<file path="src/sv/rtcm3_frame_deframer_top_defines.svh">
// assertion macros for the deframer rtl, used by rtcm_core
`ifndef RTCM3_FRAME_DEFRAMER_TOP_DEFINES_SVH
`define RTCM3_FRAME_DEFRAMER_TOP_DEFINES_SVH

// property checked on every clock edge outside reset
`define RTCM_ASSERT(lbl, prop, msg) \
    lbl: assert property (@(posedge i_clk) disable iff (!i_rst_n) (prop)) else $error(msg);

// antecedent in one cycle implies consequent in the next
`define RTCM_ASSERT_NEXT(lbl, ante, cons, msg) \
    lbl: assert property (@(posedge i_clk) disable iff (!i_rst_n) \
        (ante) |=> (cons)) else $error(msg);

`endif

</file>
<file path="src/sv/rtcm_pkg.sv">
// shared types, constants and the crc-24q byte update for the deframer
package rtcm_pkg;

    localparam logic [7:0]  PREAMBLE      = 8'hD3;
    localparam logic [24:0] CRC_POLY      = 25'h1864CFB;
    localparam logic [10:0] HEADER_BYTES  = 11'd3;
    localparam logic [10:0] FRAME_EXTRA   = 11'd6;
    localparam logic [10:0] FRAME_MAX_POS = 11'd1028;
    localparam int          TDATA_W       = 32;
    localparam int          TUSER_W       = 3;

    // result kind of one byte
    typedef enum logic [1:0] {
        ST_DISCARD = 2'd0,
        ST_TAKEN   = 2'd1,
        ST_CRC_OK  = 2'd2,
        ST_CRC_BAD = 2'd3
    } t_status;

    // byte held in the input register
    typedef struct packed {
        logic       valid;
        logic [7:0] rx_byte;
    } t_byte_item;

    // one result item
    typedef struct packed {
        t_status     status;
        logic [7:0]  echo_byte;
        logic [10:0] byte_index;
        logic [9:0]  frame_length;
        logic        is_payload;
    } t_result;

    // byte-wide crc-24q update, msb first, no final xor
    function automatic logic [23:0] crc24q_byte(input logic [23:0] crc, input logic [7:0] b);
        logic [24:0] c;
        c = {1'b0, crc ^ {b, 16'h0000}};
        for (int k = 0; k < 8; k++) begin
            c = {c[23:0], 1'b0};
            if (c[24]) begin
                c = c ^ CRC_POLY;
            end
        end
        return c[23:0];
    endfunction

endpackage

</file>
<file path="src/sv/rtcm3_frame_deframer_top.sv">
// top level of the rtcm 3 frame deframer with crc-24q check
//
// input stream: one received byte per transfer on i_s_axis_tdata.
// output stream: exactly one result transfer per input byte, in order.
//   tdata carries the echoed byte, its position in the frame and the
//   decoded payload length; tuser carries the status and the payload flag.
// status: discarded while hunting, taken into frame, crc good or crc bad
//   on the last byte of a frame, after which the block hunts again.
// path: an accepted byte waits in the input register, its result is
//   computed from it and loaded into the result register, from which it
//   transfers (input register, then result register).
// throughput: one byte per cycle unless stalled; the crc-24q byte update
//   and position compare sit in the single stage between the two registers.
// stall: while the output is held, the result register keeps its transfer
//   and the input register takes at most one more byte before tready drops.
// reset: synchronous, active low; the block starts hunting for the
//   preamble with both registers empty.
module rtcm3_frame_deframer_top (
    input  logic                          i_clk,
    input  logic                          i_rst_n,
    input  logic                          i_s_axis_tvalid,
    output logic                          o_s_axis_tready,
    input  logic [7:0]                    i_s_axis_tdata,  // [7:0] rx_byte
    output logic                          o_m_axis_tvalid,
    input  logic                          i_m_axis_tready,
    // [7:0] echo_byte, [18:8] byte_index, [28:19] frame_length, [31:29] zero
    output logic [rtcm_pkg::TDATA_W-1:0]  o_m_axis_tdata,
    // [1:0] status, [2] is_payload
    output logic [rtcm_pkg::TUSER_W-1:0]  o_m_axis_tuser
);

    rtcm_pkg::t_byte_item item;
    rtcm_pkg::t_result    res;
    logic                 out_ready;
    logic                 fire;

    // byte moves from input register to result register
    assign fire = item.valid && out_ready;

    rtcm_in_reg u_in_reg (
        .i_clk      (i_clk),
        .i_rst_n    (i_rst_n),
        .i_valid    (i_s_axis_tvalid),
        .i_byte     (i_s_axis_tdata),
        .i_dn_ready (out_ready),
        .o_ready    (o_s_axis_tready),
        .o_item     (item)
    );

    rtcm_core u_core (
        .i_clk   (i_clk),
        .i_rst_n (i_rst_n),
        .i_item  (item),
        .i_fire  (fire),
        .o_res   (res)
    );

    rtcm_out_reg u_out_reg (
        .i_clk           (i_clk),
        .i_rst_n         (i_rst_n),
        .i_load          (fire),
        .i_res           (res),
        .i_m_axis_tready (i_m_axis_tready),
        .o_ready         (out_ready),
        .o_m_axis_tvalid (o_m_axis_tvalid),
        .o_m_axis_tdata  (o_m_axis_tdata),
        .o_m_axis_tuser  (o_m_axis_tuser)
    );

endmodule

</file>
<file path="src/sv/rtcm_in_reg.sv">
// input register stage of the deframer
module rtcm_in_reg (
    input  logic                  i_clk,
    input  logic                  i_rst_n,
    input  logic                  i_valid,
    input  logic [7:0]            i_byte,
    input  logic                  i_dn_ready,
    output logic                  o_ready,
    output rtcm_pkg::t_byte_item  o_item
);

    logic       r_valid;
    logic [7:0] r_byte;

    // space when empty or when the held byte moves on this cycle
    assign o_ready = !r_valid || i_dn_ready;

    // valid flag
    always_ff @(posedge i_clk) begin
        if (!i_rst_n) begin
            r_valid <= 1'b0;
        end else if (o_ready) begin
            r_valid <= i_valid;
        end
    end

    // byte payload
    always_ff @(posedge i_clk) begin
        if (o_ready && i_valid) begin
            r_byte <= i_byte;
        end
    end

    assign o_item.valid   = r_valid;
    assign o_item.rx_byte = r_byte;

endmodule

</file>
<file path="src/sv/rtcm_core.sv">
// frame state, length decode and crc-24q check for one byte per cycle unless stalled
`include "rtcm3_frame_deframer_top_defines.svh"

module rtcm_core (
    input  logic                  i_clk,
    input  logic                  i_rst_n,
    input  rtcm_pkg::t_byte_item  i_item,
    input  logic                  i_fire,
    output rtcm_pkg::t_result     o_res
);

    logic        r_in_frame, n_in_frame;
    logic [10:0] r_pos, n_pos;
    logic [9:0]  r_len, n_len;
    logic [23:0] r_crc, n_crc;
    logic [15:0] r_crc_hi, n_crc_hi;

    logic [7:0]  b;
    logic [10:0] len_ext;
    logic        frame_done;

    assign b       = i_item.rx_byte;
    assign len_ext = {1'b0, r_len};

    // next state and result for the byte in the input register
    always_comb begin
        n_in_frame         = r_in_frame;
        n_pos              = r_pos;
        n_len              = r_len;
        n_crc              = r_crc;
        n_crc_hi           = r_crc_hi;
        frame_done         = 1'b0;
        o_res.status       = rtcm_pkg::ST_TAKEN;
        o_res.echo_byte    = b;
        o_res.byte_index   = '0;
        o_res.frame_length = '0;
        o_res.is_payload   = 1'b0;
        if (!r_in_frame) begin
            if (b != rtcm_pkg::PREAMBLE) begin
                o_res.status = rtcm_pkg::ST_DISCARD;
            end else begin
                n_in_frame = 1'b1;
                n_len      = '0;
                n_crc_hi   = '0;
                n_crc      = rtcm_pkg::crc24q_byte(24'h000000, b);
                n_pos      = 11'd1;
            end
        end else begin
            o_res.byte_index = r_pos;
            priority if (r_pos == 11'd1) begin
                n_len = {b[1:0], 8'h00};
                n_crc = rtcm_pkg::crc24q_byte(r_crc, b);
            end else if (r_pos == 11'd2) begin
                n_len = {r_len[9:8], b};
                n_crc = rtcm_pkg::crc24q_byte(r_crc, b);
            end else if (r_pos < len_ext + rtcm_pkg::HEADER_BYTES) begin
                o_res.is_payload = 1'b1;
                n_crc            = rtcm_pkg::crc24q_byte(r_crc, b);
            end else if (r_pos < len_ext + rtcm_pkg::FRAME_EXTRA - 11'd1) begin
                n_crc_hi = {r_crc_hi[7:0], b};
            end else begin
                // last crc byte closes the frame
                o_res.status = ({r_crc_hi, b} == r_crc) ? rtcm_pkg::ST_CRC_OK
                                                        : rtcm_pkg::ST_CRC_BAD;
                frame_done   = 1'b1;
            end
            if (r_pos >= 11'd2) begin
                o_res.frame_length = n_len;
            end
            if (frame_done) begin
                n_in_frame = 1'b0;
                n_pos      = '0;
            end else begin
                n_pos = r_pos + 11'd1;
            end
        end
    end

    // frame state, updated when a byte moves to the output register
    always_ff @(posedge i_clk) begin
        if (!i_rst_n) begin
            r_in_frame <= 1'b0;
            r_pos      <= '0;
            r_len      <= '0;
            r_crc      <= '0;
            r_crc_hi   <= '0;
        end else if (i_fire) begin
            r_in_frame <= n_in_frame;
            r_pos      <= n_pos;
            r_len      <= n_len;
            r_crc      <= n_crc;
            r_crc_hi   <= n_crc_hi;
        end
    end

    // checks on the frame state
    `RTCM_ASSERT(a_pos_range, r_pos <= rtcm_pkg::FRAME_MAX_POS, "frame position out of range")
    `RTCM_ASSERT(a_hunt_pos_zero, r_in_frame || (r_pos == 11'd0), "position not zero while hunting")
    `RTCM_ASSERT(a_frame_pos_nonzero, !r_in_frame || (r_pos != 11'd0), "position zero inside frame")
    `RTCM_ASSERT_NEXT(a_end_hunts, i_fire && ((o_res.status == rtcm_pkg::ST_CRC_OK) || (o_res.status == rtcm_pkg::ST_CRC_BAD)), !r_in_frame, "still in frame after frame end")

endmodule

</file>
<file path="src/sv/rtcm_out_reg.sv">
// result register driving the master stream
module rtcm_out_reg (
    input  logic                              i_clk,
    input  logic                              i_rst_n,
    input  logic                              i_load,
    input  rtcm_pkg::t_result                 i_res,
    input  logic                              i_m_axis_tready,
    output logic                              o_ready,
    output logic                              o_m_axis_tvalid,
    output logic [rtcm_pkg::TDATA_W-1:0]      o_m_axis_tdata,
    output logic [rtcm_pkg::TUSER_W-1:0]      o_m_axis_tuser
);

    logic              r_valid;
    rtcm_pkg::t_result r_res;

    // space when empty or when the held result is taken this cycle
    assign o_ready = !r_valid || i_m_axis_tready;

    // valid flag
    always_ff @(posedge i_clk) begin
        if (!i_rst_n) begin
            r_valid <= 1'b0;
        end else if (o_ready) begin
            r_valid <= i_load;
        end
    end

    // result payload
    always_ff @(posedge i_clk) begin
        if (i_load) begin
            r_res <= i_res;
        end
    end

    // pack result fields onto the stream
    assign o_m_axis_tvalid = r_valid;
    assign o_m_axis_tdata  = {3'b000, r_res.frame_length, r_res.byte_index, r_res.echo_byte};
    assign o_m_axis_tuser  = {r_res.is_payload, r_res.status};

endmodule
</file>
<file path="config.mk">
export PLATFORM = sky130hd
export DESIGN_NAME = rtcm3_frame_deframer_top
export DESIGN_NICKNAME = d
export VERILOG_FILES = /design/src/sv/rtcm_pkg.sv /design/src/sv/rtcm3_frame_deframer_top.sv /design/src/sv/rtcm_in_reg.sv /design/src/sv/rtcm_core.sv /design/src/sv/rtcm_out_reg.sv
export VERILOG_INCLUDE_DIRS = /design/src /design/src/sv
export SDC_FILE = /design/constraint.sdc
export NUM_CORES = 1
export LEC_CHECK = 0
export ABC_AREA = 0
export BUFFER_PORTS_ARGS = -buffer_cell sky130_fd_sc_hd__buf_4
export CORE_UTILIZATION = 55
export CTS_CLUSTER_SIZE = 10
export DETAILED_ROUTE_END_ITERATION = 10
export PLACE_DENSITY = 0.74
export SETUP_SLACK_MARGIN = 0.02
export SYNTH_ARGS = -nofsm -noshare
export SYNTH_HDL_FRONTEND = slang
export SYNTH_SLANG_ARGS = --single-unit
</file>
<file path="constraint.sdc">
create_clock -name i_clk -period 8.75 [get_ports i_clk]
set_input_delay 1.75 -clock i_clk [delete_from_list [all_inputs] [get_ports i_clk]]
set_output_delay 1.75 -clock i_clk [all_outputs]
set_load 0.02 [all_outputs]
</file>
==> flow_summary.rst, run 1 <==
.. list-table::
   :header-rows: 1

   * - Metric
     - Value
   * - Effective utilization at floorplan
     - a little under three fifths
   * - Gr usage total
     - 27.9%
   * - Resized cells post-CTS
     - 0
   * - Number of global-route vias before repair
     - 4977
   * - Leakage power summed over all cells
     - 2.50 nW
   * - Required time at the worst-slack endpoint
     - 7.00 ns
   * - Area after detailed placement
     - ~6700 µm²
   * - Min Tclk post-route
     - slightly above 4 ns
   * - FF+latch area
     - 2480 µm²
   * - Register-to-register setup slack
     - 4.70 ns
   * - Total half-perimeter wirelength after legalization and detailed placement
     - 10.9 mm
   * - Largest net degree at the start of global routing
     - just under 60
   * - Total number of vias
     - 5144
   * - Fraction of final layout cells with drive strength greater than 1
     - roughly a tenth
   * - Iter 0 DRT Violations
     - roughly 570
   * - Share of power burned in combinational logic
     - between 15 and 20%
   * - Setup Viol. Count Final
     - 0
   * - Total congestion overflow after global routing
     - 0
   * - First-pass GRT wire length
     - approximately 25 mm
   * - Arrival time at the worst endpoint
     - 2.37 ns
   * - Number of CTS-inserted buffers
     - 9
   * - Avg Inst Size Synth
     - ~9 µm²
   * - CP Launch Type
     - primary input
   * - Maximum fanout encountered on the critical timing path
     - 4
   * - Slew margin rel.
     - 33.1%
   * - Hold Crit Class
     - reg2reg
   * - Area of the core region
     - 11100 µm²
   * - Yosys warning count
     - 0
   * - Final routed wirelength across all metal layers
     - 15.9 mm
   * - WS Path Type
     - in2out
   * - Primary FF master, synth
     - sky130_fd_sc_hd__dfxtp_1
   * - Period utilisation layout
     - a little under half
   * - Minimum setup slack after placement
     - about 4.4 ns
   * - Post-route clock skew
     - 0.00859 ns
   * - Clock tree root driver cell
     - sky130_fd_sc_hd__clkbuf_16
   * - Longest Clk Path Bufs
     - 2
   * - Number of clock sinks
     - between 100 and 150
   * - Maximum VDD drop
     - 0.111 mV
   * - Final critical-path setup slack
     - 4.63 ns
   * - Die width
     - 110 µm
   * - Total negative slack for setup checks
     - 0 ns
   * - Initial antenna violation count
     - 0
   * - Top-Level Pins
     - 49
   * - Hold Violations, Final
     - 0
   * - Clock power frac
     - 35.4%
   * - Length of the first detailed-routing pass in iterations
     - 5
   * - Max-slew violations
     - 0
   * - Area of the mapped netlist
     - 6370 µm²
   * - Number of enable-type register cells in the synthesized netlist
     - 40
   * - Power per cell area
     - 156 nW/µm²
   * - Most common cell after layout, fill and taps aside
     - sky130_fd_sc_hd__xnor2_1
   * - # Max-Cap Violations
     - 0
   * - Count of hold-fix buffers inserted at cts
     - 0
   * - Internal power consumption
     - about 0.8 mW
   * - DR WL/cell
     - 18.7 µm
   * - Weighted congestion at the end of routability-driven global placement
     - 0.873
   * - Y dimension of the die
     - 110 µm
   * - Endpoint type of the worst setup path
     - output pin
   * - Peak Freq
     - 242 MHz
   * - Result of the run
     - complete, no violations
   * - Worst flop-to-flop path startpoint
     - u_core.r_len[0]
   * - Part of the Yosys area used for sequential elements
     - 38.9%
   * - Most used cells in the layout excluding fill and tap cells
     - sky130_fd_sc_hd__xnor2_1, sky130_fd_sc_hd__nand2_1, sky130_fd_sc_hd__dfxtp_1
   * - Sw Share
     - a little over a quarter
   * - Post-layout net count
     - 744
   * - Latest clock arrival within the worst-skew pair
     - 0.35 ns
   * - Cells after synthesis
     - 691
   * - Input/output buffers
     - 45
   * - Flops & latches, synth
     - 104
   * - Rows
     - 38
   * - Critical path endpoint
     - o_s_axis_tready
   * - Count of different cell masters after synthesis
     - 52
   * - Fraction of registers with async set/reset
     - 0%
   * - Total power after layout
     - 1.09 mW
   * - Layout fillers
     - around 900
   * - Crit path launch
     - i_m_axis_tready
   * - Count of nets left with antenna violations after detail routing
     - 0
   * - Overall die area
     - 12000 µm²
   * - Pin slew with the least headroom to its limit
     - 1.00 ns
   * - Clock tree from TritonCTS
     - done
   * - Area of all placed cells without fillers
     - between 6000 and 7000 µm²
   * - Part of the power in registers
     - 48.5%
   * - Reg clk slew, reported paths
     - 0.07 ns
   * - Area growth from synthesis to final layout
     - 9.64%
   * - H-tree levels
     - 3
   * - Net load switching power
     - 0.295 mW
   * - Antenna fix cells
     - 0
   * - Post-CTS setup buffer count
     - 0
   * - Vias per cell
     - roughly 6
   * - Reg-to-reg endpoint
     - u_core.r_crc[23]
   * - Drt drc
     - 0
   * - Number of cell instances on the worst register-to-register path
     - 12
   * - Area of the multi-input gates
     - roughly 3600 µm²
   * - Unrepaired setup endpoints after global routing
     - false
==> how the worst min path moves through the flow <==
stage                       start                     endpoint  slack [ns]  cells after the start
6_report       u_core.r_crc_hi[0]           u_core.r_crc_hi[8]        0.48                      2
5_1_grt        u_core.r_crc_hi[0]           u_core.r_crc_hi[8]        0.50                      2
4_1_cts        u_core.r_crc_hi[0]           u_core.r_crc_hi[8]        0.48                      2
3_5_place_dp   u_core.r_crc_hi[0]           u_core.r_crc_hi[8]        0.47                      2
3_3_place_gp   u_core.r_crc_hi[4]          u_core.r_crc_hi[12]        0.47                      2
2_1_floorplan  u_in_reg.r_byte[0]  u_out_reg.o_m_axis_tdata[0]        0.42                      0
==> layout make-up <==
class                           instances  share of cell area [%]
Sequential cell                       104                    35.5
Clock buffer                           10                    3.28
Timing Repair Buffer                   51                    5.48
Tap cell                              140                    2.51
Clock inverter                          6                   0.734
Multi-Input combinational cell        527                    51.8
Inverter                               13                   0.698
==> metrics by stage <==
step / hold slack, ns / std cells / util [%]
floorplan: 0.421 / 693 / -
global route: 0.502 / 851 / 63.1
global placement: 0.469 / 835 / 60.6
detailed placement: 0.475 / 835 / 60.6
finish: 0.479 / 851 / 63.1
CTS: 0.479 / 851 / 63.1
==> cell usage after synthesis (3+ instances only) <==
library cell / n / share of area, %
sky130_fd_sc_hd__a31oi_1: 6 / 0.59
sky130_fd_sc_hd__a21oi_1: 63 / 4.9
sky130_fd_sc_hd__a22oi_1: 11 / 1.3
sky130_fd_sc_hd__nand2_1: 79 / 4.7
sky130_fd_sc_hd__buf_4: 7 / 0.82
sky130_fd_sc_hd__a211oi_1: 9 / 1.1
sky130_fd_sc_hd__nand4_1: 5 / 0.49
sky130_fd_sc_hd__o211ai_1: 3 / 0.35
sky130_fd_sc_hd__ha_1: 26 / 5.1
sky130_fd_sc_hd__a41oi_1: 4 / 0.55
sky130_fd_sc_hd__a311oi_1: 8 / 1.1
sky130_fd_sc_hd__nand2b_1: 8 / 0.79
sky130_fd_sc_hd__nor2b_1: 6 / 0.59
sky130_fd_sc_hd__and3_1: 5 / 0.49
sky130_fd_sc_hd__and2_1: 15 / 1.5
sky130_fd_sc_hd__nor4_1: 7 / 0.69
sky130_fd_sc_hd__buf_1: 5 / 0.29
sky130_fd_sc_hd__nand3_1: 18 / 1.4
sky130_fd_sc_hd__clkbuf_1: 30 / 1.8
sky130_fd_sc_hd__edfxtp_1: 40 / 19
sky130_fd_sc_hd__buf_2: 5 / 0.39
sky130_fd_sc_hd__dfxtp_1: 64 / 20
sky130_fd_sc_hd__xnor2_1: 86 / 12
sky130_fd_sc_hd__xor2_1: 49 / 6.7
sky130_fd_sc_hd__inv_1: 13 / 0.77
sky130_fd_sc_hd__xnor2_4: 4 / 1.7
sky130_fd_sc_hd__o21ai_0: 28 / 2.2
sky130_fd_sc_hd__nor3_1: 6 / 0.47
sky130_fd_sc_hd__o21a_1: 5 / 0.59
sky130_fd_sc_hd__nor2_1: 48 / 2.8
==> flip-flops by register name, indices dropped and copies added, names as in the netlist <==
signal and flops:
u_out_reg.o_m_axis_tuser 3, u_core.r_pos 11, u_core.r_len 10, u_in_reg.r_byte 8, u_out_reg.o_m_axis_tvalid 1, u_core.r_in_frame 1, u_in_reg.r_valid 1, u_core.r_crc 24
u_out_reg.o_m_axis_tdata 29, u_core.r_crc_hi 16
==> cells by family after synthesis <==
group | Yosys count | share of synthesized area, %
and+or+nand+nor | 204 | 14.8
AOI/OAI and AO/OA | 150 | 14.5
xor gates and xnor gates | 144 | 22.2
DFF | 104 | 38.9
buffers and inverters | 62 | 4.40
adders and majority gates | 26 | 5.10
other | 1 | 0.0588
==> layer usage <==
metal	vias up	wire [µm]	track usage (%)
li1	2419	-	-
met1	2459	6770	37.0
met2	234	7590	44.7
met3	32	1180	5.10
met4	0	387	12.2
met5	-	0	0
==> power groups by stage <==
| stage | Clock (mW) | Combinational (mW) | Sequential [mW] |
|---|---|---|---|
| after floorplan | 0 | 0.137 | 0.535 |
| after global placement | 0 | 0.170 | 0.537 |
| after detailed placement | 0 | 0.173 | 0.538 |
| after CTS | 0.390 | 0.175 | 0.527 |
| after global routing | 0.410 | 0.189 | 0.528 |
| final | 0.384 | 0.175 | 0.527 |
==> critical path, stage by stage <==
cell and delay (ns):
sky130_fd_sc_hd__buf_4 0.11, sky130_fd_sc_hd__nor2b_1 0.24, sky130_fd_sc_hd__nand2_1 0.11, sky130_fd_sc_hd__buf_4 0.17
Power figures use the tool's default switching activity.
==> run 2: changes to the inputs <==
- ABC_AREA: 0 -> 1
- clock period: 8.75 -> 3.8 ns (I/O delays scaled with it)
==> run 2 against run 1 <==
Effect of this change: critical path depth up 12; sequential share of layout area fell by 2.9 points; setup slack worse by 4.3 ns; count of clock-buffer cells in the layout decreased by 1; non-clock buffer count increased by 6; global-route usage is 0.66 points higher; core utilization decreased by 0.46 points; first-iteration DRC count decreased by 5.1%; sequential power rose by 130%; largest cell class unchanged; largest power group unchanged.
==> flow_summary.rst, run 2 <==
.. list-table::
   :header-rows: 1

   * - Metric
     - Value
   * - Result of the run
     - complete, no violations
   * - Most Crowded Layer GR
     - met2
   * - Number of clock sinks
     - 104 (unchanged)
   * - Total negative slack for setup checks
     - 0 ns (unchanged)
   * - Power per cell area
     - 326 nW/µm² (+110%)
   * - Critical hold path startpoint
     - u_core.r_len[9]
   * - Top-Level Pins
     - 49 (unchanged)
   * - Count of hold-fix buffers inserted at cts
     - 0 (unchanged)
   * - Number of CTS-inserted buffers
     - 9 (unchanged)
   * - Crit path launch
     - u_core.r_len[2]
   * - Critical path's slowest cell
     - sky130_fd_sc_hd__inv_2
   * - Latest clock arrival within the worst-skew pair
     - 0.35 ns (about the same)
   * - Setup Viol. Count Final
     - 0 (unchanged)
   * - Yosys warning count
     - 0 (unchanged)
   * - Total half-perimeter wirelength after legalization and detailed placement
     - 12.9 mm (+19%)
   * - Longest Clk Path Bufs
     - 2 (unchanged)
   * - Met1 track demand over resource in global routing
     - 36.3% (-0.67 points)
   * - Max-slew violations
     - 0 (unchanged)
   * - Resized cells post-CTS
     - 0 (unchanged)
   * - Clock tree root driver cell
     - sky130_fd_sc_hd__clkbuf_16
   * - Rows
     - 40 (+5.3%)
   * - Number of enable-type register cells in the synthesized netlist
     - 40 (unchanged)
   * - Leakage power summed over all cells
     - 3.29 nW (+32%)
   * - Cells after synthesis
     - 905 (+31%)
   * - Input/output buffers
     - 45 (unchanged)
   * - Period utilisation layout
     - between 90% and 100%
   * - Hold Violations, Final
     - 0 (unchanged)
   * - Arrival time at the worst endpoint
     - 3.68 ns (+1.31 ns)
   * - DR WL/cell
     - 16.1 µm (-14%)
   * - Number of global-route vias before repair
     - 5657 (+14%)
   * - Area of the mapped netlist
     - 6930 µm² (+8.8%)
   * - Drt drc
     - 0 (unchanged)
   * - Slew margin rel.
     - 35.7% (+2.6 points)
   * - Area after detailed placement
     - 7340 µm² (+9.4%)
   * - Min Tclk post-route
     - 3.44 ns
   * - FF+latch area
     - 2480 µm² (about the same)
   * - Internal power consumption
     - 1.77 mW (+120%)
   * - Clock power frac
     - 35.8% (+0.4 points)
   * - Required time at the worst-slack endpoint
     - 4.04 ns (-2.96 ns)
   * - Antenna fix cells
     - 0 (unchanged)
   * - Fraction of final layout cells with drive strength greater than 1
     - 14.8% (+4.2 points)
   * - Final routed wirelength across all metal layers
     - 17.9 mm (+12%)
   * - Hold Crit Class
     - reg2reg
   * - Count of nets left with antenna violations after detail routing
     - 0 (unchanged)
   * - Cell type with the highest aggregate area in the netlist
     - sky130_fd_sc_hd__dfxtp_1
   * - Primary FF master, synth
     - sky130_fd_sc_hd__dfxtp_1
   * - Share of power burned in combinational logic
     - 16.3% (+0.2 points)
   * - Length of the first detailed-routing pass in iterations
     - 6 (+1)
   * - Utilization after layout
     - 62.6% (-0.46 points)
   * - Post-route clock skew
     - 0.0101 ns (+0.00150 ns)
   * - Effective utilization at floorplan
     - 57.0% (-0.54 points)
   * - Worst flop-to-flop path startpoint
     - u_core.r_len[2]
   * - Most common cell after layout, fill and taps aside
     - sky130_fd_sc_hd__nand2_1
   * - Gr usage total
     - 28.6% (+0.66 points)
   * - Sw Share
     - 29.0% (+1.9 points)
   * - Maximum fanout encountered on the critical timing path
     - 32 (+28)
   * - Dominant cell by count in the synthesized netlist
     - sky130_fd_sc_hd__nand2_1
   * - Area of the core region
     - 12200 µm² (+9.8%)
   * - Overall die area
     - 13100 µm² (+8.6%)
   * - Vias per cell
     - 5.54 (-8.4%)
   * - Endpoint type of the worst setup path
     - flip-flop
   * - Unrepaired setup endpoints after global routing
     - false
   * - Part of the Yosys area used for sequential elements
     - 35.8% (-3.1 points)
   * - Cell repeated most along the worst path
     - sky130_fd_sc_hd__inv_1
   * - Avg Inst Size Synth
     - 7.66 µm² (-17%)
   * - CP Launch Type
     - flip-flop
   * - Reg clk slew, reported paths
     - 0.07 ns (about the same)
   * - Total number of vias
     - 6145 (+19%)
   * - Post-layout net count
     - 975 (+31%)
   * - Largest net degree at the start of global routing
     - 46 (-22%)
   * - Largest incremental delay on the critical path
     - 0.47 ns (+0.23 ns)
   * - Cell types occupying the most area after synthesis
     - sky130_fd_sc_hd__dfxtp_1, sky130_fd_sc_hd__edfxtp_1, sky130_fd_sc_hd__nand2_1
   * - First-pass GRT wire length
     - 28.9 mm (+14%)
   * - Fraction of registers with async set/reset
     - 0% (unchanged)
   * - Maximum VDD drop
     - 0.272 mV (+140%)
   * - Initial antenna violation count
     - 0 (unchanged)
   * - Total congestion overflow after global routing
     - 0 (unchanged)
   * - Clock tree from TritonCTS
     - done
   * - Flops & latches, synth
     - 104 (unchanged)
   * - Post-synth top area share
     - 18.5% (-1.6 points)
   * - Iter 0 DRT Violations
     - 537 (-5.1%)
   * - H-tree levels
     - 3 (unchanged)
   * - Layout fillers
     - 1084 (+19%)
   * - Most used cells in the layout excluding fill and tap cells
     - sky130_fd_sc_hd__nand2_1, sky130_fd_sc_hd__inv_1, sky130_fd_sc_hd__a21oi_1
   * - Peak Freq
     - around 290 MHz
   * - Met3 usage in global routing
     - 4.18% (-0.92 points)
   * - Crit path cell chain
     - inv_1, nor4_1, nand2_1, nor2_1, xor2_1, ha_1, nand4_1, inv_1, nand3_1, o2111ai_1, nand4_1, nand2_2, inv_2, o2111ai_1, o211ai_1, inv_1
   * - Grt met2 use
     - 49.4% (+4.7 points)
   * - Area growth from synthesis to final layout
     - 9.87%
   * - Die width
     - 114 µm (+4.2%)
   * - Weighted congestion at the end of routability-driven global placement
     - 0.948 (+8.6%)
   * - Y dimension of the die
     - 114 µm (+4.2%)
   * - Max FFs per register
     - 29 (unchanged)
   * - # Max-Cap Violations
     - 0 (unchanged)
   * - WS Path Type
     - reg2reg
   * - Part of the power in registers
     - 47.9% (-0.6 points)
   * - Pin slew with the least headroom to its limit
     - 0.964 ns (-0.0397 ns)
   * - Count of different cell masters after synthesis
     - 46 (-12%)
   * - Net load switching power
     - 0.721 mW (+140%)
   * - Area of the multi-input gates
     - 3800 µm² (+5.0%)
   * - Post-CTS setup buffer count
     - 0 (unchanged)
   * - Most frequent cells after synthesis
     - sky130_fd_sc_hd__nand2_1, sky130_fd_sc_hd__inv_1, sky130_fd_sc_hd__a21oi_1
   * - Area of all placed cells without fillers
     - 7620 µm² (+9.0%)
==> run 2: cell types whose count changed after synthesis, moves of 15 or more <==
cell                       delta
sky130_fd_sc_hd__nand3_1     +38
sky130_fd_sc_hd__and2_1      -15
sky130_fd_sc_hd__nor2_1      +20
sky130_fd_sc_hd__a21oi_1     +17
sky130_fd_sc_hd__inv_1       +90
sky130_fd_sc_hd__o21ai_0     +17
sky130_fd_sc_hd__nand2_2     +24
sky130_fd_sc_hd__xnor2_1     -64
sky130_fd_sc_hd__nand2_1     +87
sky130_fd_sc_hd__clkbuf_1    -15
==> run 2: worst paths after layout <==
path	end	slack, ns	cells past startpoint
setup / recovery	u_core.r_crc[7]	0.36	16
hold / removal	u_core.r_len[9]	0.48	2
setup reg to reg	u_core.r_crc[7]	0.36	16
hold reg to reg	u_core.r_len[9]	0.48	2
==> run 2: per-layer routing <==
| layer | vias to the layer above | wire [µm] |
|---|---|---|
| met5 | - | 0 |
| met4 | 0 | 468 |
| met3 | 41 | 1090 |
| met2 | 238 | 8560 |
| met1 | 2836 | 7780 |
| li1 | 3030 | - |
==> run 2: critical path, delay by kind of cell (launching register included) <==
| family | cells | cell delay, ns |
|---|---|---|
| AO/OA/AOI/OAI | 3 | 0.49 |
| flip-flops | 1 | 0.44 |
| adder cells (fa/ha/maj) | 1 | 0.27 |
| buffers and inverters | 4 | 0.69 |
| XOR/XNOR | 1 | 0.20 |
| AND/OR/NAND/NOR | 7 | 1.22 |
==> run 2: area by class of cell <==
| class | count | share of cell area (%) |
|---|---|---|
| Clock buffer | 9 | 2.96 |
| Tap cell | 168 | 2.76 |
| Timing Repair Buffer | 57 | 5.62 |
| Sequential cell | 104 | 32.6 |
| Clock inverter | 7 | 0.690 |
| Inverter | 110 | 5.49 |
| Multi-Input combinational cell | 655 | 49.9 |
==> run 2: cells by family after synthesis <==
family / synth area share [%]
AO/OA/AOI/OAI: 12.7
XOR/XNOR: 11.0
adder cells (fa/ha/maj): 4.69
buffers and inverters: 9.49
flip-flops: 35.8
other: 0.0541
AND/OR/NAND/NOR: 26.3
==> run 2: power groups by stage <==
| stage | combinational, mW | clock [mW] | sequential (mW) |
|---|---|---|---|
| floorplan | 0.274 | 0 | 1.23 |
| global placement | 0.392 | 0 | 1.22 |
| detailed placement | 0.396 | 0 | 1.22 |
| CTS | 0.399 | 0.900 | 1.19 |
| global route | 0.437 | 0.941 | 1.19 |
| finish | 0.405 | 0.891 | 1.19 |
==> run 2: stage by stage <==
step / power, mW / hold slack [ns] / worst slack (ns) / cells
after floorplan: 1.51 / 0.421 / 1.15 / 907
after global placement: 1.61 / 0.458 / 0.618 / 1094
after detailed placement: 1.61 / 0.462 / 0.533 / 1094
after CTS: 2.49 / 0.472 / 0.418 / 1110
after global routing: 2.57 / 0.496 / 0.130 / 1110
final: 2.49 / 0.475 / 0.365 / 1110
==> run 3: changes to the inputs <==
- REMOVE_ABC_BUFFERS: unset -> 1
==> run 3 against run 2 <==
Effect of this change: clock skew decreased by 0.00089 ns; routed wire length decreased by 0.18%; core utilization increased by 0.22 points; fmax increased by 4.1%; clock power decreased by 2%; setup slack improved by 0.14 ns; via count decreased by 2.0%; largest cell class unchanged; largest power group unchanged.
==> flow_summary.rst, run 3 (same netlist as run 2, synthesis figures left out) <==
.. list-table::
   :header-rows: 1

   * - Metric
     - Value
   * - Top-Level Pins
     - 49 (unchanged)
   * - Longest Clk Path Bufs
     - 2 (unchanged)
   * - Y dimension of the die
     - 114 µm (unchanged)
   * - Setup Viol. Count Final
     - 0 (unchanged)
   * - Reg-to-reg endpoint
     - u_out_reg.o_m_axis_tuser[0]
   * - Drt drc
     - 0 (unchanged)
   * - Final routed wirelength across all metal layers
     - 17.9 mm (-0.18%)
   * - Max FFs per register
     - 29 (unchanged)
   * - Layout fillers
     - 1095 (+1.0%)
   * - WS Path Type
     - reg2reg
   * - Antenna fix cells
     - 0 (unchanged)
   * - Area of the core region
     - 12200 µm² (unchanged)
   * - Initial antenna violation count
     - 0 (unchanged)
   * - Largest net degree at the start of global routing
     - 54 (+17%)
   * - Number of cell instances on the worst register-to-register path
     - 14 (-2)
   * - Latest clock arrival within the worst-skew pair
     - 0.36 ns (about the same)
   * - Non-filler instance count after layout
     - 1114 (+0.36%)
   * - Crit path launch
     - u_core.r_len[0]
   * - Most used cells in the layout excluding fill and tap cells
     - sky130_fd_sc_hd__nand2_1, sky130_fd_sc_hd__inv_1, sky130_fd_sc_hd__a21oi_1
   * - Critical path endpoint
     - u_out_reg.o_m_axis_tuser[0]
   * - Input/output buffers
     - 45 (unchanged)
   * - Length of the first detailed-routing pass in iterations
     - 6 (unchanged)
   * - Post-layout net count
     - 979 (+0.41%)
   * - Clock tree root driver cell
     - sky130_fd_sc_hd__clkbuf_16
   * - Vias per cell
     - 5.40 (-2.4%)
   * - Number of clock sinks
     - 104 (unchanged)
   * - Register-to-register setup slack
     - 0.50 ns (+0.14 ns)
   * - Pin slew with the least headroom to its limit
     - 0.932 ns (-0.0319 ns)
   * - Most common cell after layout, fill and taps aside
     - sky130_fd_sc_hd__nand2_1
   * - Maximum fanout encountered on the critical timing path
     - 5 (-84%)
   * - H-tree levels
     - 3 (unchanged)
   * - Required time at the worst-slack endpoint
     - 3.82 ns (-0.22 ns)
   * - Hold Violations, Final
     - 0 (unchanged)
   * - Number of CTS-inserted buffers
     - 9 (unchanged)
   * - Number of global-route vias before repair
     - 5367 (-5.1%)
   * - Overall die area
     - 13100 µm² (unchanged)
   * - Hold Crit Class
     - reg2reg
   * - Arrival time at the worst endpoint
     - 3.32 ns (-0.36 ns)
   * - Area of the multi-input gates
     - 3800 µm² (unchanged)
   * - Rows
     - 40 (unchanged)
   * - Maximum VDD drop
     - 0.220 mV (-19%)
   * - # Max-Cap Violations
     - 0 (unchanged)
   * - Fraction of final layout cells with drive strength greater than 1
     - 15.1% (+0.36 points)
   * - Critical hold path startpoint
     - u_core.r_len[9]
   * - Weighted congestion at the end of routability-driven global placement
     - 0.902 (-4.9%)
   * - Area growth from synthesis to final layout
     - 10.3%
   * - Post-route clock skew
     - 0.00920 ns (-0.000891 ns)
   * - Period utilisation layout
     - 86.8% (-3.6 points)
   * - Result of the run
     - complete, no violations
   * - Min Tclk post-route
     - 3.30 ns (-0.136 ns)
   * - Slew margin rel.
     - 37.8% (+2.1 points)
   * - Max-slew violations
     - 0 (unchanged)
   * - Total negative slack for setup checks
     - 0 ns (unchanged)
   * - First-pass GRT wire length
     - 28.6 mm (-1.0%)
   * - Gr usage total
     - 28.8% (+0.17 points)
   * - Power per cell area
     - 323 nW/µm² (-0.97%)
   * - Endpoint type of the worst setup path
     - flip-flop
   * - DR WL/cell
     - 16.0 µm (-0.54%)
   * - Count of nets left with antenna violations after detail routing
     - 0 (unchanged)
   * - Total congestion overflow after global routing
     - 0 (unchanged)
   * - Area after detailed placement
     - 7370 µm² (+0.41%)
   * - FF+latch area
     - 2480 µm² (unchanged)
   * - Reg clk slew, reported paths
     - 0.07 ns (about the same)
   * - Unrepaired setup endpoints after global routing
     - false
   * - Worst flop-to-flop path startpoint
     - u_core.r_len[0]
   * - Leakage power summed over all cells
     - 3.30 nW (+0.33%)
   * - Die width
     - 114 µm (unchanged)
   * - Total half-perimeter wirelength after legalization and detailed placement
     - 12.8 mm (-0.60%)
   * - Depth of the worst hold-timing path
     - 2 (unchanged)
   * - Effective utilization at floorplan
     - 57.0% (unchanged)
   * - Area of all placed cells without fillers
     - 7640 µm² (+0.34%)
   * - Total number of vias
     - 6020 (-2.0%)
   * - Placed cells
     - 1098 (+0.37%)
   * - CP Launch Type
     - flip-flop
   * - Peak Freq
     - 303 MHz (+4.1%)
   * - Clock tree from TritonCTS
     - done
   * - Iter 0 DRT Violations
     - 544 (+1.3%)
-- run 3: worst max-delay path: stages (launching register included) --
cell and delay [ns]:
sky130_fd_sc_hd__dfxtp_1 0.40, sky130_fd_sc_hd__ha_1 0.21, sky130_fd_sc_hd__nor2_1 0.07, sky130_fd_sc_hd__nor4_1 0.26
sky130_fd_sc_hd__buf_4 0.19, sky130_fd_sc_hd__nand3_1 0.07, sky130_fd_sc_hd__xor2_1 0.16, sky130_fd_sc_hd__ha_1 0.30
sky130_fd_sc_hd__nand2_1 0.05, sky130_fd_sc_hd__nor2_1 0.12, sky130_fd_sc_hd__nand3_1 0.09, sky130_fd_sc_hd__o2111ai_1 0.22
sky130_fd_sc_hd__nand4_1 0.22, sky130_fd_sc_hd__nor2_1 0.28, sky130_fd_sc_hd__a41oi_1 0.31
-- run 3: metal layers --
layer	share of wire, %	GRT usage [%]	wire, µm
met3	7.1	4.13	1270
met5	0	0	0
met4	2.7	11.3	474
met1	49	43.7	8770
met2	41	40.7	7360
-- run 3: power breakdown --
group / switching [mW] / leakage (nW) / internal, mW
combinational: 0.268 / 2.28 / 0.137
sequential: 0.0108 / 0.890 / 1.18
clock: 0.432 / 0.128 / 0.443
-- run 3: worst min path at each step --
stage / end
global route: u_core.r_crc_hi[8]
finish: u_core.r_len[9]
global placement: u_core.r_len[9]
floorplan: u_core.r_len[9]
CTS: u_core.r_len[9]
detailed placement: u_core.r_len[9]
-- run 3: final cells by class --
class | instances | area share (%)
tap | 168 | 2.75
inverter | 110 | 5.50
clock inverter | 7 | 0.606
multi-input combinational | 655 | 49.7
clock buffer | 9 | 2.95
sequential | 104 | 32.5
timing repair buffer | 61 | 5.99
-- run 3: per-stage QoR --
step | power (mW) | worst slack (ns) | utilization (%) | hold slack (ns)
final | 2.47 | 0.501 | 62.8 | 0.481
after global routing | 2.56 | 0.154 | 62.8 | 0.501
after CTS | 2.48 | 0.407 | 62.8 | 0.479
after detailed placement | 1.61 | 0.426 | 60.6 | 0.466
after global placement | 1.61 | 0.576 | 60.6 | 0.457
after floorplan | 1.49 | 0.849 | - | 0.441
-- run 3: repair_timing --
action	4_1_cts	5_1_grt
hold buffers	0	0
gates resized for setup	0	2
endpoints found under the setup margin	0	2
buffers inserted	0	0
hold endpoints to repair	0	0
